$ cat config.mk
export PLATFORM = sky130hd
export DESIGN_NAME = dmwc_front
export DESIGN_NICKNAME = d
export VERILOG_FILES = /design/src/dmwc_pkg.sv /design/src/dmwc_front.sv
export SDC_FILE = /design/constraint.sdc
export NUM_CORES = 1
export LEC_CHECK = 0
export BUFFER_PORTS_ARGS = -buffer_cell sky130_fd_sc_hd__buf_2
export CELL_PAD_IN_SITES_DETAIL_PLACEMENT = 1
export CELL_PAD_IN_SITES_GLOBAL_PLACEMENT = 2
export CORE_ASPECT_RATIO = 0.6
export CORE_MARGIN = 3
export CORE_UTILIZATION = 26
export DETAILED_ROUTE_END_ITERATION = 10
export PLACE_DENSITY_LB_ADDON = 0.15
export SETUP_SLACK_MARGIN = 0.02
export SLEW_MARGIN = 20
export SYNTH_ARGS = -nofsm -noshare
export SYNTH_HDL_FRONTEND = slang
export SYNTH_SLANG_ARGS = --single-unit
$ cat constraint.sdc
create_clock -name clk -period 6.1 [get_ports clk]
set_input_delay 1.22 -clock clk [delete_from_list [all_inputs] [get_ports clk]]
set_output_delay 1.22 -clock clk [all_outputs]
set_load 0.05 [all_outputs]
$ cat src/dmwc_pkg.sv
package dmwc_pkg;

  localparam int ADDR_W     = 14;
  localparam int BYTE_W     = 8;
  localparam int OFF_W      = 2;
  localparam int WADDR_W    = ADDR_W - OFF_W;
  localparam int WORD_W     = 32;
  localparam int CNT_W      = 32;
  localparam int IN_DATA_W  = 24;
  localparam int IN_USER_W  = 1;
  localparam int OUT_DATA_W = 80;

  // field positions inside the result beat
  localparam int OUT_HIT_BIT  = BYTE_W;
  localparam int OUT_HTOT_LSB = BYTE_W + 1;
  localparam int OUT_MTOT_LSB = OUT_HTOT_LSB + CNT_W;
  localparam int OUT_USED_W   = OUT_MTOT_LSB + CNT_W;

  localparam logic OP_READ  = 1'b0;
  localparam logic OP_WRITE = 1'b1;

  localparam int QDEPTH  = 2;
  localparam int QPTR_W  = $clog2(QDEPTH);
  localparam int QCNT_W  = $clog2(QDEPTH + 1);

  localparam int DEF_LINES     = 64;
  localparam int DEF_MEM_WORDS = 4096;

  typedef struct packed {
    logic               op;
    logic [WADDR_W-1:0] word_addr;
    logic [OFF_W-1:0]   offset;
    logic [BYTE_W-1:0]  wbyte;
  } cmd_t;

endpackage

$ cat src/dmwc_front.sv
module dmwc_front import dmwc_pkg::*; (
  input  logic                 clk,
  input  logic                 rst_n,
  input  logic                 accept_en,
  input  logic                 in_tvalid,
  output logic                 in_tready,
  input  logic [IN_DATA_W-1:0] in_tdata,   // address[13:0], write_byte[21:14], zero pad
  input  logic [IN_USER_W-1:0] in_tuser,   // operation[0]
  input  logic                 q_full,
  output logic                 q_push,
  output cmd_t                 q_push_cmd
);

  logic cmd_valid_r, cmd_valid_nxt;
  cmd_t cmd_r;
  logic take;
  cmd_t dec;

  always_comb begin
    dec.op        = in_tuser[0];
    dec.word_addr = in_tdata[ADDR_W-1:OFF_W];
    dec.offset    = in_tdata[OFF_W-1:0];
    // reads carry no byte
    dec.wbyte     = (in_tuser[0] == OP_WRITE) ? in_tdata[ADDR_W+BYTE_W-1:ADDR_W] : '0;
  end

  assign q_push     = cmd_valid_r && !q_full;
  assign q_push_cmd = cmd_r;
  assign in_tready  = accept_en && (!cmd_valid_r || !q_full);
  assign take       = in_tvalid && in_tready;

  always_comb begin
    cmd_valid_nxt = cmd_valid_r;
    if (take) begin
      cmd_valid_nxt = 1'b1;
    end else if (q_push) begin
      cmd_valid_nxt = 1'b0;
    end
  end

  always_ff @(posedge clk) begin
    if (!rst_n) begin
      cmd_valid_r <= 1'b0;
    end else begin
      cmd_valid_r <= cmd_valid_nxt;
    end
  end

  always_ff @(posedge clk) begin
    if (take) begin
      cmd_r <= dec;
    end
  end

endmodule

Yosys cells after proc, flatten, opt, wreduce, memory -nomap -nowiden:

Index checks and enable logic that the tools add are counted.
W data, S select, Z words.

* output and inout port bits: 25
* input bits: 30
* logic and storage cells: 14
* flip-flop bits (word level): 24

* reductions and logical operators: 7
* mux-type cells: 2

Operators with widths (count)
* $logic_and A1 B1 Y1: 3
* $logic_not A1 Y1: 2
* $mux W1: 2
* $reduce_bool A2 Y1: 1
* $logic_or A1 B1 Y1: 1

Longest topological paths before layout:

* depth in word-level cells: 5
* mapped depth: 2
* mapped depth without buffers: 2

Worst setup path before layout:

OpenSTA, ideal clock, no wires.

* kind: input to output
* start point: input q_full
* end point: output q_push
* path buffers: 0
* arrival: 1.909 ns
* stages: 1
* slack: 2.971 ns
* required time: 4.880 ns
* path through: nor2b_1

* cells in the longest elaborated chain, start to end: 2

Ends and longest elaborated chain
* from (decl): RTL line dmwc_front.sv:9 `input logic q_full,`
* $logic_not A1 Y1: RTL line dmwc_front.sv:27 `assign q_push = cmd_valid_r && !q_full;`
* $logic_and A1 B1 Y1: RTL line dmwc_front.sv:27
* to (decl): RTL line dmwc_front.sv:10 `output logic q_push,`

No other way between the ends.

Worst setup path after layout:

* start point: input q_full
* end point: output in_tready

* cells in the longest elaborated chain, start to end: 3

Ends and longest elaborated chain
* $logic_not A1 Y1: RTL line dmwc_front.sv:29 `assign in_tready = accept_en && (!cmd_valid_r || !q_full);`
* $logic_or A1 B1 Y1: RTL line dmwc_front.sv:29
* $logic_and A1 B1 Y1: RTL line dmwc_front.sv:29
* to (decl): RTL line dmwc_front.sv:6 `output logic in_tready,`

No other way between the ends.

==> impl_metrics.json <==
{
  "tns_ns": 0,
  "dr.pass1.iters": 3,
  "core_um2": 2700,
  "grt_max_degree": 24,
  "htreeDepth": 1,
  "critPathCaptureType": "output pin",
  "worstSkewPairLatency_ns": 0.26,
  "hold_violations": 0,
  "crit_fanout": 3,
  "ir_worst_vdd_mv": 0.234,
  "layout_min_cycle_time_ns": 3.02,
  "place_congestion": 0.730,
  "worstHoldStart": "cmd_valid_r",
  "ys_top_cells_by_area": "edfxtp_1, and2_1, dfxtp_1",
  "required_ns": 4.88,
  "final_antenna_net_count": 0,
  "worst_pin_slew_ns": 0.297,
  "synth_top_area_share_pct": 87.1,
  "synth-seq-cells": 24,
  "setup_viol_count_final": 0,
  "crit_path_max_incr_delay_ns": 0.25,
  "holdWs_ns": 0.506,
  "fill_cells": 305,
  "cts_hold_buf": 0,
  "io_buffers": 52,
  "period_share_pct": 49.4,
  "antenna_found_initial": 0,
  "diodes": 0,
  "synth_fp_nets": 68,
  "drv_slew": 0,
  "p_int_mw": 0.290,
  "leakagePower_nw": 0.505,
  "synth.avg_cell_area_um2": 20.9,
  "pwr-share-clk_pct": 36.4,
  "p_per_area_nw_per_um2": 318,
  "ios": 55,
  "crit-reg2reg-launch": "cmd_valid_r",
  "cts_tree": "yes",
  "ys_types": 7,
  "whs_endpoint": "cmd_valid_r",
  "hold_class": "reg2reg",
  "timing.rr.end": "q_push_cmd[1]",
  "yosys.area.top_type": "edfxtp_1",
  "slew_headroom_pct": 80.2,
  "grt_first_pass_wirelength_um": 2900,
  "critPathTopFamily": "buffers and inverters",
  "synth_warnings": 0,
  "worstSetupStartpointType": "input port",
  "maxCapViolCount": 0,
  "path_common_cell": "buf_2",
  "setup.worst_path.class": "in2out",
  "hpwl_um": 1450,
  "path_cells": "buf_2 > nand2_1 > and2_1 > buf_2",
  "clock-sinks": 24,
  "dieWidth_um": 77.3,
  "rrSetupSlack_ns": 5.02,
  "rows": 14,
  "grt_pass1_vias": 536,
  "drc": 0,
  "area_growth_pct": 49.5,
  "synth_seq_area_share_pct": 89.6,
  "drive_above_1_share_pct": 61.1,
  "track_usage_pct": 10.1,
  "comb_power_share_pct": 13.0,
  "wire_per_inst_um": 13.4,
  "finalNetCount": 126,
  "swShare_pct": 23.0,
  "drt-total-wl_um": 1810,
  "max-clock-path-buffers": 2,
  "start_util_pct": 29.4,
  "netlist_area_um2": 793,
  "cts_buffers": 3,
  "die_h_um": 48.8,
  "drt-initial-drc-count": 18,
  "crit_buf_inv": 2,
  "die_area_um2": 3770,
  "post_cts_resized": 0,
  "clk_pin_slew_ns": 0.08,
  "clock.fmax_mhz": 332,
  "overflow": 0,
  "rr_worst_depth": 2,
  "arrival_ns": 1.80,
  "hold_path_depth": 2,
  "post_cts_buffers": 0,
  "syn_inst": 38,
  "cts-root-buf": "clkbuf_8",
  "crit_slowest_cell": "buf_2",
  "outcome": "completed",
  "dr_total_vias": 509,
  "vias_per_cell": 3.77,
  "seq_power_share_pct": 50.7,
  "skew_ns": 0.00296,
  "p_switching_mw": 0.0867,
  "utilization_pct": 44.0,
  "rsz0062_at_grt": "false"
}
## per-layer routing
metal	GRT usage [%]	vias to the layer above	wire length, um
li1	-	253	-
met1	13.4	234	817
met2	16.2	20	876
met3	3.14	2	97
met4	2.66	0	19
met5	0	-	0
## power by group through the flow
stage	Sequential (mW)	Clock (mW)	Combinational (mW)
finish	0.191	0.137	0.0488
global route	0.192	0.148	0.0518
CTS	0.191	0.141	0.0496
detailed placement	0.195	0	0.0496
global placement	0.194	0	0.0489
floorplan	0.219	0	0.00755
## synth_stat cells
library cell / n
a21oi_1: 1
nand2_1: 2
edfxtp_1: 23
dfxtp_1: 1
and2_1: 9
nor2b_1: 1
a21boi_1: 1
## cell type report
type                       count  area, um^2  area share, %
clock buffer                   3        41.3           3.48
sequential                    24         711           59.9
tap                           40        50.0           4.22
timing repair buffer          53         268           22.6
clock inverter                 1        30.0           2.53
multi-input combinational     14        86.3           7.28
## tightest hold or removal path, stage by stage (launching register included)
cell	delay, ns
dfxtp_1	0.33
nand2_1	0.08
a21boi_1	0.06
## how the worst max path moves through the flow
stage | from | endpoint | cells past startpoint
2_1_floorplan | q_full | q_push | 1
3_3_place_gp | q_full | in_tready | 4
3_5_place_dp | q_full | in_tready | 4
4_1_cts | q_full | in_tready | 4
5_1_grt | q_full | in_tready | 4
6_report | q_full | in_tready | 4
## logic make-up (layout without fill, tap and decap cells)
group	after synthesis	in the layout	share of synthesized area, %
DFF	24	24	89.6
and+or+nand+nor	12	12	8.83
AOI/OAI and AO/OA	2	2	1.58
buffers and inverters	0	57	0
## flip-flops by register name, indices dropped and copies added (netlist names)
register     count
cmd_valid_r      1
q_push_cmd      23
## metrics by stage
step	total power, mW	setup slack (ns)	instance area (um^2)	cells
after CTS	0.382	3.08	1190	135
after detailed placement	0.244	3.08	1110	131
after global routing	0.392	3.03	1190	135
after global placement	0.243	3.09	1110	131
final	0.377	3.08	1190	135
after floorplan	0.226	2.97	793	38
## cell usage in the layout, fill, tap and decap left out
cell type,netlist,layout
a21boi_1,1,1
nor2b_1,1,1
buf_4,0,1
bufinv_16,0,1
dfxtp_1,1,1
and2_1,9,9
clkbuf_8,0,3
edfxtp_1,23,23
buf_2,0,52
a21oi_2,0,1
nand2_1,2,2
No activity file was read; power rests on OpenSTA's default activity.
