==> config.mk <==
export PLATFORM = sky130hd
export DESIGN_NAME = dmwc_queue
export DESIGN_NICKNAME = d
export VERILOG_FILES = /design/src/dmwc_pkg.sv /design/src/dmwc_queue.sv
export SDC_FILE = /design/constraint.sdc
export NUM_CORES = 1
export LEC_CHECK = 0
export ABC_AREA = 1
export ABC_CLOCK_PERIOD_IN_PS = 2600
export CORE_ASPECT_RATIO = 0.7
export CORE_MARGIN = 2
export CORE_UTILIZATION = 55
export CTS_CLUSTER_DIAMETER = 30
export DETAILED_ROUTE_END_ITERATION = 16
export DONT_BUFFER_PORTS = 1
export PLACE_DENSITY = 0.7
export SLEW_MARGIN = 20
export SYNTH_ARGS = -nofsm -noshare
export SYNTH_HDL_FRONTEND = slang
export SYNTH_SLANG_ARGS = --single-unit
==> constraint.sdc <==
create_clock -name clk -period 2.6 [get_ports clk]
set_clock_uncertainty 0.1 [all_clocks]
set_input_delay 0.52 -clock clk [delete_from_list [all_inputs] [get_ports clk]]
set_output_delay 0.52 -clock clk [all_outputs]
set_load 0.02 [all_outputs]
==> src/dmwc_pkg.sv <==
package dmwc_pkg;

  localparam int ADDR_W     = 14;
  localparam int BYTE_W     = 8;
  localparam int OFF_W      = 2;
  localparam int WADDR_W    = ADDR_W - OFF_W;
  localparam int WORD_W     = 32;
  localparam int CNT_W      = 32;
  localparam int IN_DATA_W  = 24;
  localparam int IN_USER_W  = 1;
  localparam int OUT_DATA_W = 80;

  // field positions inside the result beat
  localparam int OUT_HIT_BIT  = BYTE_W;
  localparam int OUT_HTOT_LSB = BYTE_W + 1;
  localparam int OUT_MTOT_LSB = OUT_HTOT_LSB + CNT_W;
  localparam int OUT_USED_W   = OUT_MTOT_LSB + CNT_W;

  localparam logic OP_READ  = 1'b0;
  localparam logic OP_WRITE = 1'b1;

  localparam int QDEPTH  = 2;
  localparam int QPTR_W  = $clog2(QDEPTH);
  localparam int QCNT_W  = $clog2(QDEPTH + 1);

  localparam int DEF_LINES     = 64;
  localparam int DEF_MEM_WORDS = 4096;

  typedef struct packed {
    logic               op;
    logic [WADDR_W-1:0] word_addr;
    logic [OFF_W-1:0]   offset;
    logic [BYTE_W-1:0]  wbyte;
  } cmd_t;

endpackage

==> src/dmwc_queue.sv <==
module dmwc_queue import dmwc_pkg::*; (
  input  logic clk,
  input  logic rst_n,
  input  logic push,
  input  cmd_t push_cmd,
  output logic full,
  input  logic pop,
  output logic head_valid,
  output cmd_t head_cmd
);

  cmd_t              ent_r [QDEPTH];
  logic [QPTR_W-1:0] wr_ptr_r, wr_ptr_nxt;
  logic [QPTR_W-1:0] rd_ptr_r, rd_ptr_nxt;
  logic [QCNT_W-1:0] cnt_r, cnt_nxt;

  assign full       = (cnt_r == QCNT_W'(QDEPTH));
  assign head_valid = (cnt_r != '0);
  assign head_cmd   = ent_r[rd_ptr_r];

  always_comb begin
    wr_ptr_nxt = wr_ptr_r;
    rd_ptr_nxt = rd_ptr_r;
    cnt_nxt    = cnt_r;
    if (push) begin
      wr_ptr_nxt = (wr_ptr_r == QPTR_W'(QDEPTH - 1)) ? '0 : wr_ptr_r + 1'b1;
    end
    if (pop) begin
      rd_ptr_nxt = (rd_ptr_r == QPTR_W'(QDEPTH - 1)) ? '0 : rd_ptr_r + 1'b1;
    end
    if (push && !pop) begin
      cnt_nxt = cnt_r + 1'b1;
    end else if (pop && !push) begin
      cnt_nxt = cnt_r - 1'b1;
    end
  end

  always_ff @(posedge clk) begin
    if (!rst_n) begin
      wr_ptr_r <= '0;
      rd_ptr_r <= '0;
      cnt_r    <= '0;
    end else begin
      wr_ptr_r <= wr_ptr_nxt;
      rd_ptr_r <= rd_ptr_nxt;
      cnt_r    <= cnt_nxt;
    end
  end

  always_ff @(posedge clk) begin
    if (push) begin
      ent_r[wr_ptr_r] <= push_cmd;
    end
  end

endmodule

Word level (Yosys, flattened, before mapping)
Memories as Yosys holds them, arrays and structs flattened. A register that Yosys moved wholly into a read port is not among the register bits.
Cells that the tools add are included.
- $add $sub $neg: 4
- eq/ne operators: 1
- muxes and demuxes: 8
- reductions and logical operators: 6
- operators by type and width (kind ; count):
    1-bit two-way mux ; 6
    2-bit two-way mux ; 2
    2-bit nonzero test ; 2
    1-bit adder (second input constant) ; 2
    2-bit by 1-bit adder with 2-bit output (second input constant) ; 1
    2-bit == test (second input constant) ; 1
    1-bit logical AND ; 2
    1-bit zero test ; 2
    2-bit by 1-bit subtractor with 2-bit output (second input constant) ; 1
- bits in registers: 4
- memory bits (writable): 46
- input port bits: 27
- logic and storage cells: 23
- memories kept: 1
- memory list (memory ; depth ; bits a word ; rd ports ; clocked after memory_dff ; write ports ; RTL line ; source):
    ent_r ; 2 ; 23 ; 1 ; 1 ; 1 ; dmwc_queue.sv:12 ; cmd_t ent_r [QDEPTH];

Depth between registers and ports, before layout
Gate-level depths: netlist of run 1.
- depth after elaboration: 4
- depth in mapped cells: 8
- depth with buffers taken out: 8

Worst setup path after synthesis of run 1
Ideal clock, no wire load.
- path kind: input to register
- start point: input port push
- end point: memory ent_r[0][0] in the netlist's numbering, enable pin
- arrival: 1.534 ns
- required time: 2.097 ns
- slack: 0.563 ns
- stages: 2
- buffers on the path: 0
- cells stage by stage: inv_1 -> nor2_1
- word-level cells in the longest chain between the ends: 2
- RTL lines (element ; RTL line ; source):
    start, declared ; dmwc_queue.sv:4 ; input logic push,
    1-bit two-way mux ; dmwc_queue.sv:51 ; if (push) begin
    1-bit two-way mux (not written as such) ; dmwc_queue.sv:52 ; ent_r[wr_ptr_r] <= push_cmd;
    end, declared ; dmwc_queue.sv:12 ;
No other way between the ends.

==> reports/results.env, run 1 <==
RUN_STATUS='complete, no violations'
NUM-NETS-FINAL=142
GRT_SETUP_UNREPAIRED='no'
TOTAL_SWITCHING_POWER_uW=339.7
FINAL-INSTANCE-COUNT-EXCL-FILL=162
SETUP-VIOLATIONS-FINAL=0
CTSROOTBUFFERMASTER='clkbuf_8'
CRIT_ARRIVAL_NS=1.51
P_LEAK_uW=0.0007107
FINALWIRELENGTH_MICRONS=2829
YOSYSWARNINGCOUNT=0
MULTIINPUTGATEAREA_SQ_UM=359.1
YOSYS_REGISTER_BITS=51
CORE_AREA_SQ_MM=0.003212
CRIT_SLOWEST_CELL='dfxtp_1'
FIRST_GLOBAL_VIAS=911
GLOBALPLACE.CONGESTION=0.6680
SYNTH_LARGEST_AREA_CELL='edfxtp_1'
ROUTED_VIA_DENSITY=5.358
NUMPORTBUFFERS=0
GRT_FIRST_PASS_WIRELENGTH_MICRONS=4084
SHARE_SEQ_OF_TOTAL_POWER_PCT=63.3
LEAST_MARGIN_PIN_SLEW_NS=0.3917
CTSRESIZECOUNT=0
CHIPHEIGHT_MICRONS=53.06
CTS_BUFFER_DEPTH=2
PWR_DENSITY_CELL_mW_PER_MM2=744.6
FLOORPLAN.ROWS=17
POST-CTS-SETUP-BUFFER-COUNT=0
CTS_BUFFERS=5
HOLD_WS_NS=0.2203
CRIT_PATH_MAX_FANOUT=18
WORST_PATH_DOMINANT_CELL_FAMILY='flip-flops'
TIMING.FMAX_MHz=470.6
P_INT_uW=1173
ANT_DIODES=0
GRT_REMAINING_OVERFLOW=0
DETAIL_ROUTE.WL_PER_CELL_MICRONS=17.46
FINAL_CRITICAL_PERIOD_NS=2.125
MAXIMUM_NUMBER_OF_PINS_ON_ONE_NET_BEFORE_GLOBAL_ROUTE_REPAIR=24
HOLD_PATH.CLASS='in -> reg'
WORST_PATH_LARGEST_CELL_DELAY_NS=0.46
VDD_IR_DROP_MAX_V=0.0004660
CRITICAL_PATH_CELL_LIST='buf_4 -> mux2_2'
SLEW_HEADROOM_PCT=73.79
ANTENNA_VIOLATIONS_BEFORE_REPAIR=0
ENDPOINT_KIND_OF_THE_WORST_SETUP_TIMING_PATH='output pin'
SYNTH_SEQUENTIAL_AREA_RATIO_PCT=78.36
CP_DATA_REQUIRED_TIME_NS=1.98
PLACE.DETAILED.INSTANCES=154
SHARE_COMB_OF_TOTAL_POWER_PCT=9.8
YOSYSMOSTFREQUENTCELL='edfxtp_1'
DRC=0
SYNTH_TOP_FLOP_CELL='edfxtp_1'
SYNTHESIZED_NET_COUNT=134
FILL_CELLS=242
CTS.SINKS=51
PIN_COUNT=52
DIEAREA_SQ_MM=0.003930
INITIAL_CORE_UTIL_PCT=58.86
DIE-WIDTH_MICRONS=74.08
CTS.HTREE.LEVELS=2
SYNTH_AREA_LEADERS='edfxtp_1 73%, mux2_2 14%, dfxtp_1 5.3%, nand2_1 1.8%, inv_1 1.6%'
ROUTE.ANTENNA.REMAINING_NETS=0
SYNTH.DISTINCT_CELLS=12
POWER_uW=1513
HOLD_BUF_COUNT_CTS=0
TIMING.MAX_CAP.VIOLATIONS=0
SYN-CELL-AREA_SQ_MM=0.001891
YOSYS-TOP-CELLS-COUNT='46 x edfxtp_1, 23 x mux2_2, 9 x nand2_1'
AREA_GROWTH_SYN_TO_LAYOUT_PCT=7.479
POSTLAYOUTCOREUTIL_PCT=63.26
TIMING.FINAL.CRIT_SHARE_PCT=81.73
CLOCKPOWERSHARE_PCT=26.9
CRITICAL_PATH.STARTPOINT_TYPE='flip-flop'
SYNTH_CELLS=106
WORST-PATH-BUF-INV=1
YOSYSTOPAREACELLSHARE_PCT=73.06
TOTALNEGATIVESETUPSLACK_NS=0
SYNTH_EDF_COUNT=46
CLOCK_LATENCY_NS=0.29
DRIVE_GT1_SHARE_PCT=27.83
SYN-MEAN-INSTANCE-AREA_SQ_UM=17.84
DRT_ITER0_MARKERS=41
NUMBER_OF_ITERATIONS_IN_THE_FIRST_DETAILED_ROUTING_PASS=4
FINAL_HOLD_VIOL_COUNT=0
FF_LATCH_AREA_SQ_MM=0.001481
GRT_USE_TOTAL_PCT=15.13
SWITCHING_SHARE_PCT=22.45
VIAS_AFTER_DETAILED_ROUTING=868
CRITICALPATHCATEGORY='reg -> out'
CLKSLEWWORSTSETUPHOLDPATHS_NS=0.08
TRITONCTS_CLOCK_TREE='built'
FINALMAXSLEWVIOLATIONS=0
POSTSYNTH.ASYNCRESETSHARE_PCT=0
DP_HPWL_MICRONS=1915
state kept, by name (all words and copies together), names as in the netlist, named ones only:
name	cells
cnt_r	2
ent_r	46
rd_ptr_r	1
wr_ptr_r	1
power by group through the flow:
stage	combinational, uW	clock (uW)	sequential [uW]
floorplan	132	0	972
global placement	147	0	974
detailed placement	150	0	977
CTS	151	420	958
global route	159	447	963
finish	148	407	958
cell usage in the layout (no fill, tap or decap):
cell / netlist / final
edfxtp_1: 46 / 46
mux2_2: 23 / 23
nand2_1: 9 / 9
inv_1: 8 / 8
nor2_1: 8 / 7
dfxtp_1: 5 / 5
clkbuf_8: 0 / 5
buf_4: 0 / 3
clkinv_1: 0 / 2
nor2_2: 0 / 1
o21ai_0: 1 / 1
a21oi_1: 1 / 1
nand3_1: 1 / 1
nand4_1: 1 / 1
ha_1: 1 / 1
clkbuf_1: 0 / 1
per-layer routing:
metal	global-route usage (%)	routed length [microns]	vias up
met5	0	0	-
met2	27.08	1534	30
met4	6.364	29	0
met1	15.08	1002	433
li1	-	-	402
met3	7.238	263	3
worst paths after layout:
kind,slack (ns),endpoint,cells after the start,from
worst max-delay path,0.47,head_cmd[22],2,flip-flop
worst min-delay path,0.22,ent_r[0][7],0,push_cmd[7]
worst max register to register,1.35,ent_r[1][13],3,wr_ptr_r
worst min register to register,0.43,rd_ptr_r,2,rd_ptr_r
final cells by class:
cell class	count	share of cell area (%)
multi-input cells	45	17.67
inverters	8	1.478
well taps	47	2.894
flip-flops and latches	51	72.91
clock inverters	2	0.3695
repair buffers	3	1.108
clock buffers	6	3.571
kinds of logic after synthesis:
logic type,Yosys count,synth area share (%)
buffers and inverters,10,2.780
AOI/OAI and AO/OA,2,0.5289
adders and majority gates,1,0.6617
and+or+nand+nor,19,3.971
DFF,51,78.36
muxes,23,13.70
metrics by stage:
step	instance area (sq um)	setup WS, ns
after floorplan	1891	0.5632
after global placement	1952	0.7907
after detailed placement	1952	0.7818
after CTS	2032	0.4566
after global routing	2032	0.3817
final	2032	0.4750
(Power assumes the default switching activity.)
==> run 2: changes to the inputs <==
--- a/config.mk
+++ b/config.mk
@@ -6,14 +6,14 @@
 export NUM_CORES = 1
 export LEC_CHECK = 0
 export ABC_AREA = 1
-export ABC_CLOCK_PERIOD_IN_PS = 2600
+export ABC_CLOCK_PERIOD_IN_PS = 1800
 export CORE_ASPECT_RATIO = 0.7
 export CORE_MARGIN = 2
 export CORE_UTILIZATION = 55
 export CTS_CLUSTER_DIAMETER = 30
 export DETAILED_ROUTE_END_ITERATION = 16
 export DONT_BUFFER_PORTS = 1
-export PLACE_DENSITY = 0.7
+export PLACE_DENSITY = 0.73
 export SLEW_MARGIN = 20
 export SYNTH_ARGS = -nofsm -noshare
 export SYNTH_HDL_FRONTEND = slang
==> constraint.sdc (replaced) <==
create_clock -name clk -period 1.8 [get_ports clk]
set_clock_uncertainty 0.1 [all_clocks]
set_input_delay 0.36 -clock clk [delete_from_list [all_inputs] [get_ports clk]]
set_output_delay 0.36 -clock clk [all_outputs]
set_load 0.02 [all_outputs]
==> reports/results.env, run 2 (synthesis gave the netlist of run 1 again) <==
RUN_STATUS='complete, no violations'  # unchanged
FLOORPLAN.ROWS=17  # unchanged
CHIPHEIGHT_MICRONS=53.06  # unchanged
CTS.HTREE.LEVELS=2  # unchanged
NUM-NETS-FINAL=145  # was 142
P_LEAK_uW=0.0007290  # was 0.0007107 uW
COMMONEST_CELLS_AFTER_ROUTING_FILL_AND_TAPS_ASIDE='46 x edfxtp_1, 23 x mux2_2, 9 x nand2_1'  # unchanged
FIRST_GLOBAL_VIAS=899  # was 911
VIAS_AFTER_DETAILED_ROUTING=856  # was 868
PLACE.DETAILED.INSTANCES=157  # was 154
LARGEST_REG_FLOPS=46  # unchanged
ENDPOINT_KIND_OF_THE_WORST_SETUP_TIMING_PATH='output pin'  # unchanged
LARGEST_REGISTERS='ent_r: 46 flops, cnt_r: 2 flops'  # unchanged
SLEW_HEADROOM_PCT=72.68  # was 73.79%
MAXIMUM_NUMBER_OF_PINS_ON_ONE_NET_BEFORE_GLOBAL_ROUTE_REPAIR=15  # was 24
WORST_MIN_PATH_START='push_cmd[7]'  # unchanged
FINALWORSTSETUPSLACK_NS=0.09503  # was 0.4750 ns
DIEAREA_SQ_MM=0.003930  # unchanged
VDD_IR_DROP_MAX_V=0.0007668  # was 0.0004660 V
DRC=0  # unchanged
CLKSLEWWORSTSETUPHOLDPATHS_NS=0.08  # about the same
HOLD_BUF_COUNT_CTS=0  # unchanged
FINAL-INSTANCE-COUNT-EXCL-FILL=165  # was 162
GRT_USE_TOTAL_PCT=15.17  # was 15.13%
LEAST_MARGIN_PIN_SLEW_NS=0.4083  # was 0.3917 ns
CRITICAL_PATH.STARTPOINT_TYPE='flip-flop'  # unchanged
LAYOUT.CELL_AREA.NON_FILLER_SQ_MM=0.002059  # was 0.002032 sq mm
CTS_BUFFERS=5  # unchanged
DETAIL_ROUTE.WL_PER_CELL_MICRONS=16.50  # was 17.46 microns
DRT_ITER0_MARKERS=55  # was 41
REGMOSTFLOPS='ent_r'  # unchanged
TIMING.FMAX_MHz=586.5
GLOBALPLACE.CONGESTION=0.6305  # was 0.6680
PLACED_AREA_SQ_MM=0.001974  # was 0.001952 sq mm
GRT_REMAINING_OVERFLOW=0  # unchanged
AREA_GROWTH_SYN_TO_LAYOUT_PCT=8.935  # was 7.479%
DP_HPWL_MICRONS=2038  # was 1915 microns
NUMBER_OF_ITERATIONS_IN_THE_FIRST_DETAILED_ROUTING_PASS=4  # unchanged
HOLD_PATH.CLASS='in -> reg'  # unchanged
CORE_AREA_SQ_MM=0.003212  # unchanged
ROUTED_VIA_DENSITY=5.188  # was 5.358
CRIT-REG2REG-LAUNCH='wr_ptr_r'  # unchanged
CTSROOTBUFFERMASTER='clkbuf_8'  # unchanged
FILL_CELLS=233  # was 242
INITIAL_CORE_UTIL_PCT=58.86  # unchanged
PIN_COUNT=52  # unchanged
FINAL_CRITICAL_PERIOD_NS=1.705
NUMPORTBUFFERS=0  # unchanged
HOLD_WS_NS=0.05910  # was 0.2203 ns
CRIT_ARRIVAL_NS=1.24  # was 1.51 ns
CRIT_PATH_MAX_FANOUT=14  # was 18
PRE_CTS_SLACK_NS=0.3697  # was 0.7818 ns
TRITONCTS_CLOCK_TREE='built'  # unchanged
FINALWIRELENGTH_MICRONS=2723  # was 2829 microns
TOTALNEGATIVESETUPSLACK_NS=0  # unchanged
CP_DATA_REQUIRED_TIME_NS=1.34  # was 1.98 ns
ROUTE.ANTENNA.REMAINING_NETS=0  # unchanged
PWR_DENSITY_CELL_mW_PER_MM2=1067  # was 744.6 mW/mm^2
GRT_SETUP_UNREPAIRED='no'  # unchanged
FINALMAXSLEWVIOLATIONS=0  # unchanged
DIE-WIDTH_MICRONS=74.08  # unchanged
TIMING.MAX_CAP.VIOLATIONS=0  # unchanged
DRIVE_GT1_SHARE_PCT=30.51  # was 27.83%
TIMING.FINAL.CRIT_SHARE_PCT=94.72
ANT_DIODES=0  # unchanged
MOST_COMMON_LIBRARY_CELL_IN_THE_LAYOUT_IGNORING_FILL_AND_TAPS='edfxtp_1'  # unchanged
CRITICALPATHCATEGORY='reg -> out'  # unchanged
SETUP-VIOLATIONS-FINAL=0  # unchanged
ANTENNA_VIOLATIONS_BEFORE_REPAIR=0  # unchanged
FINAL_HOLD_VIOL_COUNT=0  # unchanged
CLOCK_LATENCY_NS=0.29  # about the same
CTS.SINKS=51  # unchanged
CTS_BUFFER_DEPTH=2  # unchanged
GRT_FIRST_PASS_WIRELENGTH_MICRONS=4036  # was 4084 microns
run 2: final cells by class:
type                    count  area (sq um)  area share, %
repair buffers              6         48.80          2.369
well taps                  47         58.81          2.855
multi-input cells          45         359.1          17.44
inverters                   8         30.03          1.458
clock inverters             1         5.005         0.2430
flip-flops and latches     51          1481          71.93
clock buffers               7         76.32          3.706
run 2: what timing repair did:
action	4_1_cts	5_1_grt
hold endpoints to repair	0	0
setup buffers	0	0
resized for setup	0	1
endpoints found under the setup margin	0	4
run 2: worst paths after layout:
| kind | depth (start not counted) | slack [ns] | end |
|---|---|---|---|
| worst max-delay path | 2 | 0.1 | head_cmd[21] |
| worst min-delay path | 0 | 0.06 | ent_r[1][7] |
| worst max register to register | 3 | 0.47 | ent_r[1][17] |
| worst min register to register | 2 | 0.40 | rd_ptr_r |
run 2: routing by layer:
| layer | vias to the layer above | track usage (%) | part of all wire [%] |
|---|---|---|---|
| met5 | - | 0 | 0 |
| met4 | 0 | 7.273 | 1.2 |
| met3 | 5 | 7.810 | 9.6 |
| met2 | 34 | 25.74 | 51 |
| met1 | 412 | 15.59 | 38 |
| li1 | 405 | - | - |
run 2: metrics by stage:
stage,util [%],total power (uW)
after global routing,64.12,2285
final,64.12,2197
after CTS,64.00,2218
after floorplan,-,1595
after global placement,61.47,1624
after detailed placement,61.47,1634
run 2: power by group:
| part | total [uW] | internal (uW) | leakage, uW | switching (uW) |
|---|---|---|---|---|
| logic | 225 | 74.3 | 0.000213 | 151 |
| registers | 1380 | 1360 | 0.000473 | 17.6 |
| clock network | 592 | 273 | 0.0000422 | 320 |
run 2: worst max-delay path, stage by stage, from the launching register on:
cell	delay, ns
dfxtp_1	0.35
buf_6	0.19
mux2_2	0.42
